File: src/rtl/core/sls_pkg.sv
// Shared types, codes and constants for the status LED sequencer.
`timescale 1ns / 1ps

package sls_pkg;

    localparam int LEVEL_W     = 8;
    localparam int HUE_W       = 9;
    localparam int FLASH_CNT_W = 9;
    localparam int CMD_W       = 3;
    localparam int PHASE_W     = 2;
    localparam int CFG_IDX_W   = 1;
    localparam int CFG_DATA_W  = 9;

    localparam int QUEUE_DEPTH_DEF = 2;

    localparam logic [LEVEL_W-1:0] DIM_LEVEL    = 8'd13;
    localparam logic [LEVEL_W-1:0] PURPLE_LEVEL = 8'd6;
    localparam logic [LEVEL_W-1:0] FULL_LEVEL   = 8'd255;
    localparam logic [LEVEL_W-1:0] BRIGHT_RESET = 8'd64;

    localparam logic [HUE_W-1:0] HUE_STEP_RESET = 9'd6;
    localparam logic [HUE_W-1:0] HUE_CIRCLE     = 9'd360;
    localparam logic [HUE_W-1:0] SECTOR_DEG     = 9'd60;

    localparam logic [CFG_IDX_W-1:0] CFG_BRIGHTNESS = 1'b0;
    localparam logic [CFG_IDX_W-1:0] CFG_HUE_STEP   = 1'b1;

    localparam logic [PHASE_W-1:0] PHASE_DISCONNECTED = 2'd0;
    localparam logic [PHASE_W-1:0] PHASE_CONNECTING   = 2'd1;
    localparam logic [PHASE_W-1:0] PHASE_CONNECTED    = 2'd2;

    typedef enum logic [CMD_W-1:0] {
        CMD_STATUS      = 3'd0,
        CMD_BLINK       = 3'd1,
        CMD_FLASH_TICK  = 3'd2,
        CMD_RAINBOW     = 3'd3,
        CMD_FLASH_REQ   = 3'd4,
        CMD_SET_RAINBOW = 3'd5
    } cmd_t;

    typedef enum logic [2:0] {
        OP_NOP,
        OP_STATUS,
        OP_BLINK,
        OP_FLASH_TICK,
        OP_RAINBOW,
        OP_FLASH_REQ,
        OP_SET_RAINBOW
    } op_t;

    typedef struct packed {
        op_t                    op;
        logic [PHASE_W-1:0]     link_phase;
        logic                   recording;
        logic                   gps_fix;
        logic [3*LEVEL_W-1:0]   flash_colour;
        logic [LEVEL_W-1:0]     flash_times;
        logic                   rainbow_on;
    } item_t;

    typedef enum logic [2:0] {
        ST_IDLE,
        ST_SECTOR,
        ST_FRAC,
        ST_MUL,
        ST_EMIT
    } bk_state_t;

endpackage

File: src/rtl/core/sls_if.sv
// Request, response and configuration channel interfaces.
`timescale 1ns / 1ps

interface sls_req_if;
    import sls_pkg::*;
    logic                 valid;
    logic                 ready;
    logic [CMD_W-1:0]     cmd;
    logic [PHASE_W-1:0]   link_phase;
    logic                 recording;
    logic                 gps_fix;
    logic [LEVEL_W-1:0]   flash_red;
    logic [LEVEL_W-1:0]   flash_green;
    logic [LEVEL_W-1:0]   flash_blue;
    logic [LEVEL_W-1:0]   flash_times;
    logic                 rainbow_on;

    modport source (
        output valid, cmd, link_phase, recording, gps_fix,
               flash_red, flash_green, flash_blue, flash_times, rainbow_on,
        input  ready
    );
    modport sink (
        input  valid, cmd, link_phase, recording, gps_fix,
               flash_red, flash_green, flash_blue, flash_times, rainbow_on,
        output ready
    );
endinterface

interface sls_rsp_if;
    import sls_pkg::*;
    logic                 valid;
    logic                 ready;
    logic                 led_write;
    logic [LEVEL_W-1:0]   led_red;
    logic [LEVEL_W-1:0]   led_green;
    logic [LEVEL_W-1:0]   led_blue;

    modport source (
        output valid, led_write, led_red, led_green, led_blue,
        input  ready
    );
    modport sink (
        input  valid, led_write, led_red, led_green, led_blue,
        output ready
    );
endinterface

interface sls_cfg_if;
    import sls_pkg::*;
    logic                   valid;
    logic                   ready;
    logic [CFG_IDX_W-1:0]   index;
    logic [CFG_DATA_W-1:0]  data;

    modport source (
        output valid, index, data,
        input  ready
    );
    modport sink (
        input  valid, index, data,
        output ready
    );
endinterface

File: src/rtl/core/sls_front.sv
// Front end: accepts request beats and classifies them into operations.
`timescale 1ns / 1ps

module sls_front (
    sls_req_if.sink        req,
    input  logic           full,
    output logic           push,
    output sls_pkg::item_t item
);
    import sls_pkg::*;

    assign req.ready = !full;
    assign push      = req.valid && !full;

    always_comb
    begin
        item.link_phase   = req.link_phase;
        item.recording    = req.recording;
        item.gps_fix      = req.gps_fix;
        item.flash_colour = {req.flash_red, req.flash_green, req.flash_blue};
        item.flash_times  = req.flash_times;
        item.rainbow_on   = req.rainbow_on;
        case (req.cmd)
            CMD_STATUS:      item.op = OP_STATUS;
            CMD_BLINK:       item.op = OP_BLINK;
            CMD_FLASH_TICK:  item.op = OP_FLASH_TICK;
            CMD_RAINBOW:     item.op = OP_RAINBOW;
            CMD_FLASH_REQ:   item.op = OP_FLASH_REQ;
            CMD_SET_RAINBOW: item.op = OP_SET_RAINBOW;
            default:         item.op = OP_NOP;
        endcase
    end

endmodule

File: src/rtl/core/sls_queue.sv
// Short queue of classified operations between front and back end.
`timescale 1ns / 1ps

module sls_queue #(
    parameter int DEPTH = sls_pkg::QUEUE_DEPTH_DEF
) (
    input  logic           clk,
    input  logic           rst_n,
    input  logic           push,
    input  sls_pkg::item_t item_in,
    output logic           full,
    input  logic           pop,
    output sls_pkg::item_t item_out,
    output logic           valid
);
    import sls_pkg::*;

    localparam int PTR_W  = (DEPTH > 1) ? $clog2(DEPTH) : 1;
    localparam int FILL_W = $clog2(DEPTH + 1);

    item_t              slot_reg [DEPTH];
    logic [PTR_W-1:0]   wr_ptr_reg;
    logic [PTR_W-1:0]   rd_ptr_reg;
    logic [FILL_W-1:0]  fill_reg;
    logic [PTR_W-1:0]   wr_ptr_next;
    logic [PTR_W-1:0]   rd_ptr_next;
    logic [FILL_W-1:0]  fill_next;

    assign full     = (fill_reg == FILL_W'(DEPTH));
    assign valid    = (fill_reg != '0);
    assign item_out = slot_reg[rd_ptr_reg];

    always_comb
    begin
        wr_ptr_next = wr_ptr_reg;
        rd_ptr_next = rd_ptr_reg;
        fill_next   = fill_reg;
        if (push)
        begin
            wr_ptr_next = (wr_ptr_reg == PTR_W'(DEPTH - 1)) ? '0 : wr_ptr_reg + 1'b1;
        end
        if (pop)
        begin
            rd_ptr_next = (rd_ptr_reg == PTR_W'(DEPTH - 1)) ? '0 : rd_ptr_reg + 1'b1;
        end
        if (push && !pop)
        begin
            fill_next = fill_reg + 1'b1;
        end
        else if (pop && !push)
        begin
            fill_next = fill_reg - 1'b1;
        end
    end

    always_ff @(posedge clk or negedge rst_n)
    begin
        if (!rst_n)
        begin
            wr_ptr_reg <= '0;
            rd_ptr_reg <= '0;
            fill_reg   <= '0;
        end
        else
        begin
            wr_ptr_reg <= wr_ptr_next;
            rd_ptr_reg <= rd_ptr_next;
            fill_reg   <= fill_next;
        end
    end

    always_ff @(posedge clk)
    begin
        if (push)
        begin
            slot_reg[wr_ptr_reg] <= item_in;
        end
    end

endmodule

File: src/rtl/core/sls_back.sv
// Back end: LED state, flash and blink sequencing, HSV rainbow unit, result register.
`timescale 1ns / 1ps

module sls_back (
    input  logic           clk,
    input  logic           rst_n,
    sls_cfg_if.sink        cfg,
    input  sls_pkg::item_t item,
    input  logic           item_valid,
    output logic           pop,
    sls_rsp_if.source      rsp
);
    import sls_pkg::*;

    typedef struct packed {
        logic                keep_blink;
        logic                blink;
        logic [LEVEL_W-1:0]  red;
        logic [LEVEL_W-1:0]  green;
        logic [LEVEL_W-1:0]  blue;
    } base_t;

    function automatic base_t refresh_base(input logic [PHASE_W-1:0] phase,
                                           input logic rec, input logic gps);
        base_t b;
        b = '0;
        case (phase)
            PHASE_DISCONNECTED:
            begin
                b.red = DIM_LEVEL;
            end
            PHASE_CONNECTING:
            begin
                b.blink = 1'b1;
                b.blue  = DIM_LEVEL;
            end
            PHASE_CONNECTED:
            begin
                b.blink = rec;
                if (gps)
                begin
                    b.red  = PURPLE_LEVEL;
                    b.blue = PURPLE_LEVEL;
                end
                else
                begin
                    b.green = DIM_LEVEL;
                end
            end
            default:
            begin
                b.keep_blink = 1'b1;
            end
        endcase
        return b;
    endfunction

    // Exact x / 255 for x up to 255 * 255: shift estimate, then one correction.
    function automatic logic [LEVEL_W-1:0] div255(input logic [2*LEVEL_W-1:0] x);
        logic [LEVEL_W-1:0]   q0;
        logic [2*LEVEL_W:0]   r;
        q0 = x[2*LEVEL_W-1:LEVEL_W];
        r  = {1'b0, x} - {1'b0, q0, {LEVEL_W{1'b0}}} + {{(LEVEL_W+1){1'b0}}, q0};
        return (r >= (2*LEVEL_W+1)'(FULL_LEVEL)) ? q0 + 1'b1 : q0;
    endfunction

    bk_state_t               state_reg, state_next;
    logic [LEVEL_W-1:0]      bright_reg;
    logic [HUE_W-1:0]        step_reg;
    logic [LEVEL_W-1:0]      base_r_reg, base_r_next;
    logic [LEVEL_W-1:0]      base_g_reg, base_g_next;
    logic [LEVEL_W-1:0]      base_b_reg, base_b_next;
    logic                    blink_mode_reg, blink_mode_next;
    logic                    blink_lit_reg, blink_lit_next;
    logic                    rainbow_mode_reg, rainbow_mode_next;
    logic [HUE_W-1:0]        hue_reg, hue_next;
    logic                    flash_active_reg, flash_active_next;
    logic                    flash_lit_reg, flash_lit_next;
    logic [FLASH_CNT_W-1:0]  flash_count_reg, flash_count_next;
    logic [3*LEVEL_W-1:0]    flash_colour_reg, flash_colour_next;
    logic [HUE_W-1:0]        rem_reg, rem_next;
    logic [2:0]              sector_reg, sector_next;
    logic [LEVEL_W-1:0]      val_reg, val_next;
    logic [LEVEL_W-1:0]      frac_reg, frac_next;
    logic [2*LEVEL_W-1:0]    rise_prod_reg, rise_prod_next;
    logic [2*LEVEL_W-1:0]    fall_prod_reg, fall_prod_next;
    logic                    out_valid_reg;
    logic                    led_write_reg;
    logic [LEVEL_W-1:0]      red_reg, green_reg, blue_reg;

    logic                    out_free;
    logic                    start_hsv;
    logic                    load_out;
    logic                    emit_hsv;
    logic                    res_write;
    logic [LEVEL_W-1:0]      res_red, res_green, res_blue;
    logic [LEVEL_W-1:0]      hsv_red, hsv_green, hsv_blue;
    logic [LEVEL_W-1:0]      rise, fall;
    logic [10:0]             frac_prod;
    logic [HUE_W:0]          hue_sum, hue_wrap1, hue_wrap2;
    base_t                   base_new;

    assign out_free  = !out_valid_reg || rsp.ready;
    assign start_hsv = pop && (item.op == OP_RAINBOW) && rainbow_mode_reg && !flash_active_reg;

    assign cfg.ready     = 1'b1;
    assign rsp.valid     = out_valid_reg;
    assign rsp.led_write = led_write_reg;
    assign rsp.led_red   = red_reg;
    assign rsp.led_green = green_reg;
    assign rsp.led_blue  = blue_reg;

    // Next state
    always_comb
    begin
        state_next = state_reg;
        case (state_reg)
            ST_IDLE:   if (start_hsv) state_next = ST_SECTOR;
            ST_SECTOR: if (rem_reg < SECTOR_DEG) state_next = ST_FRAC;
            ST_FRAC:   state_next = ST_MUL;
            ST_MUL:    state_next = ST_EMIT;
            ST_EMIT:   if (out_free) state_next = ST_IDLE;
            default:   state_next = ST_IDLE;
        endcase
    end

    // Control outputs
    always_comb
    begin
        pop      = 1'b0;
        emit_hsv = 1'b0;
        case (state_reg)
            ST_IDLE: pop      = item_valid && out_free;
            ST_EMIT: emit_hsv = out_free;
            default:
            begin
                pop      = 1'b0;
                emit_hsv = 1'b0;
            end
        endcase
    end

    assign load_out = pop && !start_hsv;

    // Hue advance, reduced modulo a full circle
    always_comb
    begin
        hue_sum   = {1'b0, hue_reg} + {1'b0, step_reg};
        hue_wrap1 = (hue_sum >= (HUE_W+1)'(HUE_CIRCLE)) ?
                    hue_sum - (HUE_W+1)'(HUE_CIRCLE) : hue_sum;
        hue_wrap2 = (hue_wrap1 >= (HUE_W+1)'(HUE_CIRCLE)) ?
                    hue_wrap1 - (HUE_W+1)'(HUE_CIRCLE) : hue_wrap1;
    end

    // Item execution
    always_comb
    begin
        base_r_next       = base_r_reg;
        base_g_next       = base_g_reg;
        base_b_next       = base_b_reg;
        blink_mode_next   = blink_mode_reg;
        blink_lit_next    = blink_lit_reg;
        rainbow_mode_next = rainbow_mode_reg;
        hue_next          = hue_reg;
        flash_active_next = flash_active_reg;
        flash_lit_next    = flash_lit_reg;
        flash_count_next  = flash_count_reg;
        flash_colour_next = flash_colour_reg;
        rem_next          = rem_reg;
        sector_next       = sector_reg;
        val_next          = val_reg;
        res_write         = 1'b0;
        res_red           = '0;
        res_green         = '0;
        res_blue          = '0;
        base_new          = refresh_base(item.link_phase, item.recording, item.gps_fix);

        if (pop)
        begin
            case (item.op)
                OP_STATUS:
                begin
                    if (!flash_active_reg)
                    begin
                        base_r_next = base_new.red;
                        base_g_next = base_new.green;
                        base_b_next = base_new.blue;
                        if (!base_new.keep_blink) blink_mode_next = base_new.blink;
                    end
                end
                OP_BLINK:
                begin
                    if (!flash_active_reg && !rainbow_mode_reg)
                    begin
                        res_write = 1'b1;
                        if (!(blink_mode_reg && blink_lit_reg))
                        begin
                            res_red   = base_r_reg;
                            res_green = base_g_reg;
                            res_blue  = base_b_reg;
                        end
                        if (blink_mode_reg) blink_lit_next = !blink_lit_reg;
                    end
                end
                OP_FLASH_TICK:
                begin
                    if (flash_active_reg)
                    begin
                        flash_lit_next = !flash_lit_reg;
                        res_write      = 1'b1;
                        if (!flash_lit_reg)
                        begin
                            res_red   = flash_colour_reg[3*LEVEL_W-1:2*LEVEL_W];
                            res_green = flash_colour_reg[2*LEVEL_W-1:LEVEL_W];
                            res_blue  = flash_colour_reg[LEVEL_W-1:0];
                        end
                        if (flash_count_reg <= FLASH_CNT_W'(1))
                        begin
                            // Last phase: stop and pick up the current status
                            flash_count_next  = '0;
                            flash_active_next = 1'b0;
                            base_r_next       = base_new.red;
                            base_g_next       = base_new.green;
                            base_b_next       = base_new.blue;
                            if (!base_new.keep_blink) blink_mode_next = base_new.blink;
                        end
                        else
                        begin
                            flash_count_next = flash_count_reg - 1'b1;
                        end
                    end
                end
                OP_RAINBOW:
                begin
                    if (start_hsv)
                    begin
                        rem_next    = hue_reg;
                        sector_next = '0;
                        val_next    = bright_reg;
                        hue_next    = hue_wrap2[HUE_W-1:0];
                    end
                end
                OP_FLASH_REQ:
                begin
                    flash_colour_next = item.flash_colour;
                    flash_count_next  = {item.flash_times, 1'b0};
                    flash_lit_next    = 1'b0;
                    flash_active_next = 1'b1;
                end
                OP_SET_RAINBOW:
                begin
                    rainbow_mode_next = item.rainbow_on;
                    if (!item.rainbow_on)
                    begin
                        base_r_next = base_new.red;
                        base_g_next = base_new.green;
                        base_b_next = base_new.blue;
                        if (!base_new.keep_blink) blink_mode_next = base_new.blink;
                    end
                end
                default:
                begin
                    res_write = 1'b0;
                end
            endcase
        end

        // Sector search: one subtraction of a sector width per cycle
        if (state_reg == ST_SECTOR && rem_reg >= SECTOR_DEG)
        begin
            rem_next    = rem_reg - SECTOR_DEG;
            sector_next = sector_reg + 1'b1;
        end
    end

    // HSV datapath: fraction, products, then scale and pick the sector
    always_comb
    begin
        frac_prod      = 11'(rem_reg[5:0]) * 11'd17;
        frac_next      = (state_reg == ST_FRAC) ? frac_prod[9:2] : frac_reg;
        rise_prod_next = rise_prod_reg;
        fall_prod_next = fall_prod_reg;
        if (state_reg == ST_MUL)
        begin
            rise_prod_next = (2*LEVEL_W)'(val_reg) * (2*LEVEL_W)'(frac_reg);
            fall_prod_next = (2*LEVEL_W)'(val_reg) * (2*LEVEL_W)'(FULL_LEVEL - frac_reg);
        end
        rise = div255(rise_prod_reg);
        fall = div255(fall_prod_reg);
        case (sector_reg)
            3'd0:    begin hsv_red = val_reg; hsv_green = rise;    hsv_blue = '0;      end
            3'd1:    begin hsv_red = fall;    hsv_green = val_reg; hsv_blue = '0;      end
            3'd2:    begin hsv_red = '0;      hsv_green = val_reg; hsv_blue = rise;    end
            3'd3:    begin hsv_red = '0;      hsv_green = fall;    hsv_blue = val_reg; end
            3'd4:    begin hsv_red = rise;    hsv_green = '0;      hsv_blue = val_reg; end
            default: begin hsv_red = val_reg; hsv_green = '0;      hsv_blue = fall;    end
        endcase
    end

    always_ff @(posedge clk or negedge rst_n)
    begin
        if (!rst_n)
        begin
            state_reg        <= ST_IDLE;
            bright_reg       <= BRIGHT_RESET;
            step_reg         <= HUE_STEP_RESET;
            base_r_reg       <= '0;
            base_g_reg       <= '0;
            base_b_reg       <= '0;
            blink_mode_reg   <= 1'b0;
            blink_lit_reg    <= 1'b0;
            rainbow_mode_reg <= 1'b0;
            hue_reg          <= '0;
            flash_active_reg <= 1'b0;
            flash_lit_reg    <= 1'b0;
            flash_count_reg  <= '0;
            flash_colour_reg <= '0;
            out_valid_reg    <= 1'b0;
        end
        else
        begin
            state_reg        <= state_next;
            base_r_reg       <= base_r_next;
            base_g_reg       <= base_g_next;
            base_b_reg       <= base_b_next;
            blink_mode_reg   <= blink_mode_next;
            blink_lit_reg    <= blink_lit_next;
            rainbow_mode_reg <= rainbow_mode_next;
            hue_reg          <= hue_next;
            flash_active_reg <= flash_active_next;
            flash_lit_reg    <= flash_lit_next;
            flash_count_reg  <= flash_count_next;
            flash_colour_reg <= flash_colour_next;
            if (cfg.valid)
            begin
                case (cfg.index)
                    CFG_BRIGHTNESS: bright_reg <= cfg.data[LEVEL_W-1:0];
                    CFG_HUE_STEP:   step_reg   <= cfg.data[HUE_W-1:0];
                    default:        step_reg   <= step_reg;
                endcase
            end
            if (load_out || emit_hsv)
            begin
                out_valid_reg <= 1'b1;
            end
            else if (rsp.ready)
            begin
                out_valid_reg <= 1'b0;
            end
        end
    end

    always_ff @(posedge clk)
    begin
        rem_reg       <= rem_next;
        sector_reg    <= sector_next;
        val_reg       <= val_next;
        frac_reg      <= frac_next;
        rise_prod_reg <= rise_prod_next;
        fall_prod_reg <= fall_prod_next;
        if (load_out)
        begin
            led_write_reg <= res_write;
            red_reg       <= res_red;
            green_reg     <= res_green;
            blue_reg      <= res_blue;
        end
        else if (emit_hsv)
        begin
            led_write_reg <= 1'b1;
            red_reg       <= hsv_red;
            green_reg     <= hsv_green;
            blue_reg      <= hsv_blue;
        end
    end

    a_flash_count_idle: assert property (@(posedge clk) disable iff (!rst_n)
        !flash_active_reg |-> flash_count_reg == '0)
        else $error("flash count left over with no flash running");

    a_hue_range: assert property (@(posedge clk) disable iff (!rst_n)
        hue_reg < HUE_CIRCLE)
        else $error("hue outside a full circle");

    a_frac_rem: assert property (@(posedge clk) disable iff (!rst_n)
        state_reg == ST_FRAC |-> rem_reg < SECTOR_DEG && sector_reg < 3'd6)
        else $error("sector search ended with bad remainder");

    a_hsv_mode: assert property (@(posedge clk) disable iff (!rst_n)
        state_reg != ST_IDLE |-> rainbow_mode_reg && !flash_active_reg && !pop)
        else $error("rainbow work running outside rainbow mode");

endmodule

File: src/rtl/core/status_led_sequencer.sv
//  channel | role   | beat contents
//  req     | sink   | cmd, link_phase, recording, gps_fix, flash colour, flash_times, rainbow_on
//  cfg     | sink   | index (0 rainbow_brightness, 1 rainbow_hue_step), data
//  rsp     | source | led_write, led_red, led_green, led_blue
//
//  Every request beat yields one response beat. Most commands are executed as they are popped
//  and reach the result register on the next edge; a rainbow tick holds the back end
//  through the hue sector search (one subtraction per cycle), fraction, multiply and emit states.
//  rst_n clears all LED state but the result register data; brightness resets to 64, hue step to 6.
//  While rsp is stalled the QUEUE_DEPTH-entry queue takes that many more req beats,
//  then req.ready drops until the back end pops again.
`timescale 1ns / 1ps

module status_led_sequencer #(
    parameter int QUEUE_DEPTH = sls_pkg::QUEUE_DEPTH_DEF
) (
    input  logic        clk,
    input  logic        rst_n,
    sls_req_if.sink     req,
    sls_cfg_if.sink     cfg,
    sls_rsp_if.source   rsp
);
    import sls_pkg::*;

    logic   push;
    logic   full;
    logic   pop;
    logic   q_valid;
    item_t  front_item;
    item_t  q_item;

    sls_front u_front (
        .req  (req),
        .full (full),
        .push (push),
        .item (front_item)
    );

    sls_queue #(
        .DEPTH (QUEUE_DEPTH)
    ) u_queue (
        .clk      (clk),
        .rst_n    (rst_n),
        .push     (push),
        .item_in  (front_item),
        .full     (full),
        .pop      (pop),
        .item_out (q_item),
        .valid    (q_valid)
    );

    sls_back u_back (
        .clk        (clk),
        .rst_n      (rst_n),
        .cfg        (cfg),
        .item       (q_item),
        .item_valid (q_valid),
        .pop        (pop),
        .rsp        (rsp)
    );

endmodule

File: src/flat_wrapper.sv
// flat-port wrapper written by rule: the top's interface ports become plain ports
module status_led_sequencer_flat import sls_pkg::*;
#(
    parameter int QUEUE_DEPTH = sls_pkg::QUEUE_DEPTH_DEF
)
  (clk, rst_n, req_valid, req_cmd, req_link_phase, req_recording, req_gps_fix, req_flash_red, req_flash_green, req_flash_blue, req_flash_times, req_rainbow_on, req_ready, cfg_valid, cfg_index, cfg_data, cfg_ready, rsp_valid, rsp_led_write, rsp_led_red, rsp_led_green, rsp_led_blue, rsp_ready);
  sls_req_if req_i ();
  sls_cfg_if cfg_i ();
  sls_rsp_if rsp_i ();
  input  logic clk;
  input  logic rst_n;
  input wire logic [$bits(req_i.valid)-1:0] req_valid;
  input wire logic [$bits(req_i.cmd)-1:0] req_cmd;
  input wire logic [$bits(req_i.link_phase)-1:0] req_link_phase;
  input wire logic [$bits(req_i.recording)-1:0] req_recording;
  input wire logic [$bits(req_i.gps_fix)-1:0] req_gps_fix;
  input wire logic [$bits(req_i.flash_red)-1:0] req_flash_red;
  input wire logic [$bits(req_i.flash_green)-1:0] req_flash_green;
  input wire logic [$bits(req_i.flash_blue)-1:0] req_flash_blue;
  input wire logic [$bits(req_i.flash_times)-1:0] req_flash_times;
  input wire logic [$bits(req_i.rainbow_on)-1:0] req_rainbow_on;
  output wire logic [$bits(req_i.ready)-1:0] req_ready;
  input wire logic [$bits(cfg_i.valid)-1:0] cfg_valid;
  input wire logic [$bits(cfg_i.index)-1:0] cfg_index;
  input wire logic [$bits(cfg_i.data)-1:0] cfg_data;
  output wire logic [$bits(cfg_i.ready)-1:0] cfg_ready;
  output wire logic [$bits(rsp_i.valid)-1:0] rsp_valid;
  output wire logic [$bits(rsp_i.led_write)-1:0] rsp_led_write;
  output wire logic [$bits(rsp_i.led_red)-1:0] rsp_led_red;
  output wire logic [$bits(rsp_i.led_green)-1:0] rsp_led_green;
  output wire logic [$bits(rsp_i.led_blue)-1:0] rsp_led_blue;
  input wire logic [$bits(rsp_i.ready)-1:0] rsp_ready;
  assign req_i.valid = req_valid;
  assign req_i.cmd = req_cmd;
  assign req_i.link_phase = req_link_phase;
  assign req_i.recording = req_recording;
  assign req_i.gps_fix = req_gps_fix;
  assign req_i.flash_red = req_flash_red;
  assign req_i.flash_green = req_flash_green;
  assign req_i.flash_blue = req_flash_blue;
  assign req_i.flash_times = req_flash_times;
  assign req_i.rainbow_on = req_rainbow_on;
  assign req_ready = req_i.ready;
  assign cfg_i.valid = cfg_valid;
  assign cfg_i.index = cfg_index;
  assign cfg_i.data = cfg_data;
  assign cfg_ready = cfg_i.ready;
  assign rsp_valid = rsp_i.valid;
  assign rsp_led_write = rsp_i.led_write;
  assign rsp_led_red = rsp_i.led_red;
  assign rsp_led_green = rsp_i.led_green;
  assign rsp_led_blue = rsp_i.led_blue;
  assign rsp_i.ready = rsp_ready;
  status_led_sequencer #(.QUEUE_DEPTH(QUEUE_DEPTH)) u_core (.clk(clk), .rst_n(rst_n), .req(req_i), .cfg(cfg_i), .rsp(rsp_i));
endmodule
File: config.mk
export PLATFORM = sky130hd
export DESIGN_NAME = status_led_sequencer_flat
export DESIGN_NICKNAME = d
export VERILOG_FILES = /design/src/rtl/core/sls_pkg.sv /design/src/rtl/core/sls_if.sv /design/src/rtl/core/sls_front.sv /design/src/rtl/core/sls_queue.sv /design/src/rtl/core/sls_back.sv /design/src/rtl/core/status_led_sequencer.sv /design/src/flat_wrapper.sv
export SDC_FILE = /design/constraint.sdc
export NUM_CORES = 1
export LEC_CHECK = 0
export ABC_AREA = 0
export BUFFER_PORTS_ARGS = -buffer_cell sky130_fd_sc_hd__buf_2
export CORE_UTILIZATION = 55
export CTS_CLUSTER_DIAMETER = 80
export DETAILED_ROUTE_END_ITERATION = 10
export PLACE_DENSITY = 0.73
export SLEW_MARGIN = 20
export SYNTH_ARGS = -nofsm -noshare
export SYNTH_HDL_FRONTEND = slang
export SYNTH_HIERARCHICAL = 1
export SYNTH_SLANG_ARGS = --single-unit
File: constraint.sdc
create_clock -name clk -period 7.15 [get_ports clk]
set_clock_uncertainty 0.2 [all_clocks]
set_input_delay 0.3575 -clock clk [delete_from_list [all_inputs] [get_ports clk]]
set_output_delay 0.3575 -clock clk [all_outputs]
set_load 0.01 [all_outputs]
# Word level (Yosys, flattened, before mapping)
# Memory sizes are Yosys's and may differ from the RTL's.
# Index checks and enable logic that the tools add are counted.
totals:
  register_bits: 181
  latchBits: 0
  ramBits: 80
  romBits: 0
  in_bits: 55
  out_inout_bits: 28
  wordCells: 232
  n_memories: 1
memory_table:
  columns: ["memory", "depth", "width", "read_ports", "rd_clocked_by_memory_dff", "write_ports", "line_no", "text"]
  rows:
  - ["u_core.u_queue.slot_reg", 2, 40, 1, 0, 1, "sls_queue.sv:21", "item_t slot_reg [DEPTH];"]
classes:
  add_sub_neg: 17
  multipliers: 3
  div_mod_pow: 0
  magnitude_cmp: 7
  n_eq_ne: 29
  shift: 0
  mux: 95
  bitwise: 1
  reduce_logical: 51
op_table:
  columns: ["cell", "n"]
  rows:
  - ["$mux 8", 35]
  - ["$pmux 8 s3", 6]
  - ["$pmux 8 s2", 4]
  - ["$mux 9", 7]
  - ["$add 17x8->17", 2]
  - ["$ge 17x8->1 const B", 2]
  - ["$sub 16x16->17", 2]
  - ["$eq 3x2->1 const B", 8]
  - ["$mux 3", 8]
  - ["$eq 3x3->1 const B", 7]
  - ["$mux 1", 21]
  - ["$ge 10x9->1 const B", 2]
  - ["$pmux 3 s6", 1]
  - ["$pmux 9 s2", 1]
  - ["$add 8x1->8 const B", 2]
  - ["$mul 8x8->16", 1]
  - ["$mul 9x9->16", 1]
  - ["$reduce_bool 2->1", 8]
  - ["$pmux 3 s5", 1]
  - ["$ne 2x2->1 const B", 7]
  - ["$eq 3x1->1 const B", 4]
  - ["$reduce_and 3->1", 4]
  - ["$logic_and 1x1->1", 11]
  - ["$add 9x9->10", 1]
  - ["other kinds (32)", 57]

# Longest topological paths before layout
depth:
  word_depth: 11
  mapped_depth: 22
  mapped_depth_nobuf: 21

# Hierarchy
# The synthesis kept the hierarchy.
modules_own_cells:
  columns: ["mod", "instances", "cells_each", "area_per_inst_um2", "seq_area_each_um2"]
  rows:
  - ["sls_back", 1, 1372, 13460.4, 4408.0]
  - ["sls_queue", 1, 141, 3279.4, 2502.4]
  - ["sls_front", 1, 44, 325.3, 0.0]

# Least setup slack after synthesis
# OpenSTA, ideal clock, no wires.
synth_path:
  path_kind: "register to register"
  startpoint: "reg u_core.u_back.frac_reg[2]"
  endpoint: "reg u_core.u_back.fall_prod_reg[15], data pin"
  setup_ns: 0.260
  t_arrival_ns: 4.514
  required_ns: 6.690
  setup_slack_ns: 2.176
  stages_incl_launch_ff: 20
  path_buffers: 1
  synth_period_minus_slack_ns: 4.974
  cell_sequence: "edfxtp_1 clkbuf_1 nand2b_1 fa_1 inv_1 fa_1 inv_1 fa_1 fa_1 inv_1 ha_1 inv_1 o21ai_0 a21oi_1 o21ai_0 a21oi_1 nor2b_1 o21a_1 o41a_1 xnor2_1"
synth_via:
  elab_chain_len: 2
synth_lines:
  columns: ["element", "line_no", "text"]
  rows:
  - ["from (decl)", "sls_back.sv:84", "logic [LEVEL_W-1:0] frac_reg, frac_next;"]
  - ["from (signal assigned)", "sls_back.sv:358", "frac_reg <= frac_next;"]
  - ["$sub 8x8->9", "sls_back.sv:286", "fall_prod_next = (2*LEVEL_W)'(val_reg) * (2*LEVEL_W)'(FULL_LEVEL - frac_reg);"]
  - ["$mul 9x9->16", "sls_back.sv:286", null]
  - ["to (signal assigned)", "sls_back.sv:360", "fall_prod_reg <= fall_prod_next;"]
  - ["to (decl)", "sls_back.sv:86", "logic [2*LEVEL_W-1:0] fall_prod_reg, fall_prod_next;"]
# No other way between the ends.
# A chain may end at the register's enable or synchronous reset.

# Worst setup path in the final report
layout_path:
  startpoint: "reg u_core.u_back.val_reg[2]"
  endpoint: "reg u_core.u_back.fall_prod_reg[15], data pin"
layout_via:
  elab_chain_len: 1
layout_lines:
  columns: ["element", "line_no", "text"]
  rows:
  - ["from (decl)", "sls_back.sv:83", "logic [LEVEL_W-1:0] val_reg, val_next;"]
  - ["from (signal assigned)", "sls_back.sv:357", "val_reg <= val_next;"]
  - ["$mul 9x9->16", "sls_back.sv:286", null]
# No other way between the ends.

==> flow_metrics.tcl <==
set metrics [dict create \
    synthXorXnorAreaFrac 0.0343 \
    cp.required_ns 7.24 \
    core.rowCount 64 \
    syn2layout_area_growth_pct 10.5 \
    synth_top_cell_area_share 0.290 \
    wl_per_cell_um 17.0 \
    syn_area_sq_mm 0.0171 \
    dp.cells 1947 \
    avgSynthCellArea_sq_um 11.0 \
    yosysMostFrequentCell "inv_1" \
    worstPathCellList "nand2b_1 > fa_1 > fa_1 > inv_1 > ha_1 > inv_1 > fa_1 > inv_1 > ha_1 > a21o_1 > a21oi_1 > o21ai_0 > a21oi_1 > o21ai_0 > a21oi_1 > nor2b_1 > o21a_1 > o41a_1 > xnor2_1" \
    timing.rr.end "u_core/u_back/fall_prod_reg[15]" \
    slew_headroom 0.260 \
    final_cells 2046 \
    drtAntennaViolNets 0 \
    worst_path_largest_cell_delay_ns 0.85 \
    period_needed_ns 5.50 \
    yosys-top-cells-count "inv_1, edfxtp_1, ha_1" \
    cp-end-kind "register" \
    fp.dieH_um 178 \
    r2r_slack_ns 1.65 \
    ios 83 \
    synth_cell_types 92 \
    largest_reg_flops 80 \
    start_util 0.558 \
    final_util 0.617 \
    finalNetCount 1897 \
    overflow 0 \
    startpoint_type "register" \
    ys.flop_type "edfxtp_1" \
    synth_compound_area_frac 0.105 \
    setup_violations 0 \
    dp_hpwl_mm 25.0 \
    synth_edf_count 165 \
    cp-startpoint "u_core/u_back/val_reg[2]" \
    hp-class "in2reg" \
    ys_seq_area_frac 0.405 \
    clk_latency_ns 0.55 \
    synth_area_leaders "edfxtp_1, dfrtp_1, ha_1" \
    outcome "completed" \
    synth_top_family_by_area "adder cells" \
    synthCells 1557 \
    setup-tns-final_ns 0 \
    cts.path.max_buffers 3 \
    path_clk_slew_ns 0.06 \
    grt_start_max_net_pins 79 \
    synth_fa_ha_area_frac 0.188 \
    numCtsBuffers 26 \
    design.core.area_sq_mm 0.0306 \
    dr.pass1.iters 7 \
    via_count 11408 \
    cts_sinks 243 \
    synth_seq_cells 243 \
    grt_pass1_vias 11712 \
    io_buffers 81 \
    maxCapViolCount 0 \
    cpMaxStageDelayCell "edfxtp_1" \
    drt_iter0_drc 785 \
    fmax_mhz 182 \
    synth_fp_nets 1824 \
    die-area_sq_mm 0.0317 \
    drt-total-wl_mm 34.7 \
    finalWorstSetupSlack_ns 1.65 \
    cts_tree "yes" \
    cp_num_buf_inv 3 \
    hold_violations 0 \
    yosys_warnings 6 \
    drcViolationCount 0 \
    drive_gt1_frac 0.158 \
    grt_use_total 0.228 \
    r2r_cells 19 \
    critPathMaxFanout 19 \
    final_max_slew_viol_count 0 \
    whs_path_depth 3 \
    antenna_cells 0 \
    tightest_slew_ns 1.11 \
    crit_cells 19 \
    path_delay_family "adder cells" \
    crit_type "reg2reg" \
    fp.dieW_um 178 \
    r2r_start "u_core/u_back/val_reg[2]" \
    synthSimpleGateAreaFrac 0.116 \
    rsz0062_at_grt "no" \
    pre_cts_ws_ns 1.67 \
    antenna_found_initial 0 \
    crit_arrival_ns 5.59 \
    cts-root-buf "clkbuf_16" \
    worstSetupEndpoint "u_core/u_back/fall_prod_reg[15]" \
    gp_congestion 0.891 \
    fin_crit_sh 0.770 \
    cts_max_level 1 \
    drt-vias-per-instance 5.58 \
    synth-async-reset-ratio 0.321 \
    grt_pass1_wl_mm 57.7 \
    muxShareOfSynthArea 0.0705 \
    yosys.area.top_type "edfxtp_1" \
]
[worst min-delay path, delay by kind of cell]
| kind | cells | cell delay (ns) |
|---|---|---|
| buf+inv | 1 | 0.09 |
| simple gates | 2 | 0.27 |
[stage by stage]
| step | hold slack, ns | cell area (sq um) |
|---|---|---|
| finish | 0.0313 | 18900 |
| global route | 0.0403 | 18900 |
| CTS | 0.00885 | 18900 |
| detailed placement | 0.269 | 17500 |
| global placement | 0.246 | 17500 |
| floorplan | -0.138 | 17100 |
[cell usage in the layout, fill, tap and decap left out, types with 51 or more instances in the layout]
cell type | netlist | final
fa_1 | 75 | 75
nor2b_1 | 52 | 51
dfrtp_1 | 75 | 74
o21ai_0 | 52 | 52
edfxtp_1 | 165 | 165
nor2_1 | 59 | 59
nand2_1 | 102 | 102
inv_1 | 206 | 206
buf_2 | 5 | 80
dlygate4sd3_1 | 0 | 51
a21oi_1 | 60 | 60
ha_1 | 137 | 137
[repair_timing]
item / in CTS / in global routing
setup buffers: 0 / 0
resized for setup: 0 / 0
hold endpoints to repair: 172 / 0
hold buffers: 51 / 0
[cells by family (layout without fill, tap and decap cells)]
kind of cell,count (synthesis),count (layout)
AND/OR/NAND/NOR,381,381
buffers and inverters,303,396
AO/OA/AOI/OAI,257,257
flip-flops,243,243
adder cells (fa/ha/maj),212,212
multiplexers,94,94
XOR/XNOR,66,66
other,1,1
[per-layer routing]
metal	vias to the layer above	global-route usage	share of wire
met2	247	0.402	0.50
li1	5463	-	-
met3	45	0.0200	0.041
met1	5653	0.303	0.44
met5	-	0	0
met4	0	0.0534	0.017
[worst min path at each step]
stage / slack (ns) / start / to
final: 0.03 / rsp_ready / u_core/u_back/rsp.valid
after global routing: 0.04 / rsp_ready / u_core/u_back/state_reg[2]
after CTS: 0.009 / rsp_ready / u_core/u_back/rsp.valid
after detailed placement: 0.27 / u_core/u_back/bright_reg[5] / u_core/u_back/val_reg[5]
after global placement: 0.25 / u_core/u_back/bright_reg[5] / u_core/u_back/val_reg[5]
after floorplan: -0.14 / rst_n / u_core/u_back/base_b_reg[0]
[layout make-up]
| class | count | area [sq um] |
|---|---|---|
| fill | 2474 | 11700 |
| multi-input combinational | 1011 | 8790 |
| clock buffer | 29 | 662 |
| inverter | 206 | 773 |
| sequential | 243 | 6910 |
| timing repair buffer | 142 | 997 |
| clock inverter | 19 | 235 |
| tap | 396 | 495 |
Power is left out: the tool's default activity adds up to more than one toggle a clock period on the data nets, which glitch-free logic cannot reach.
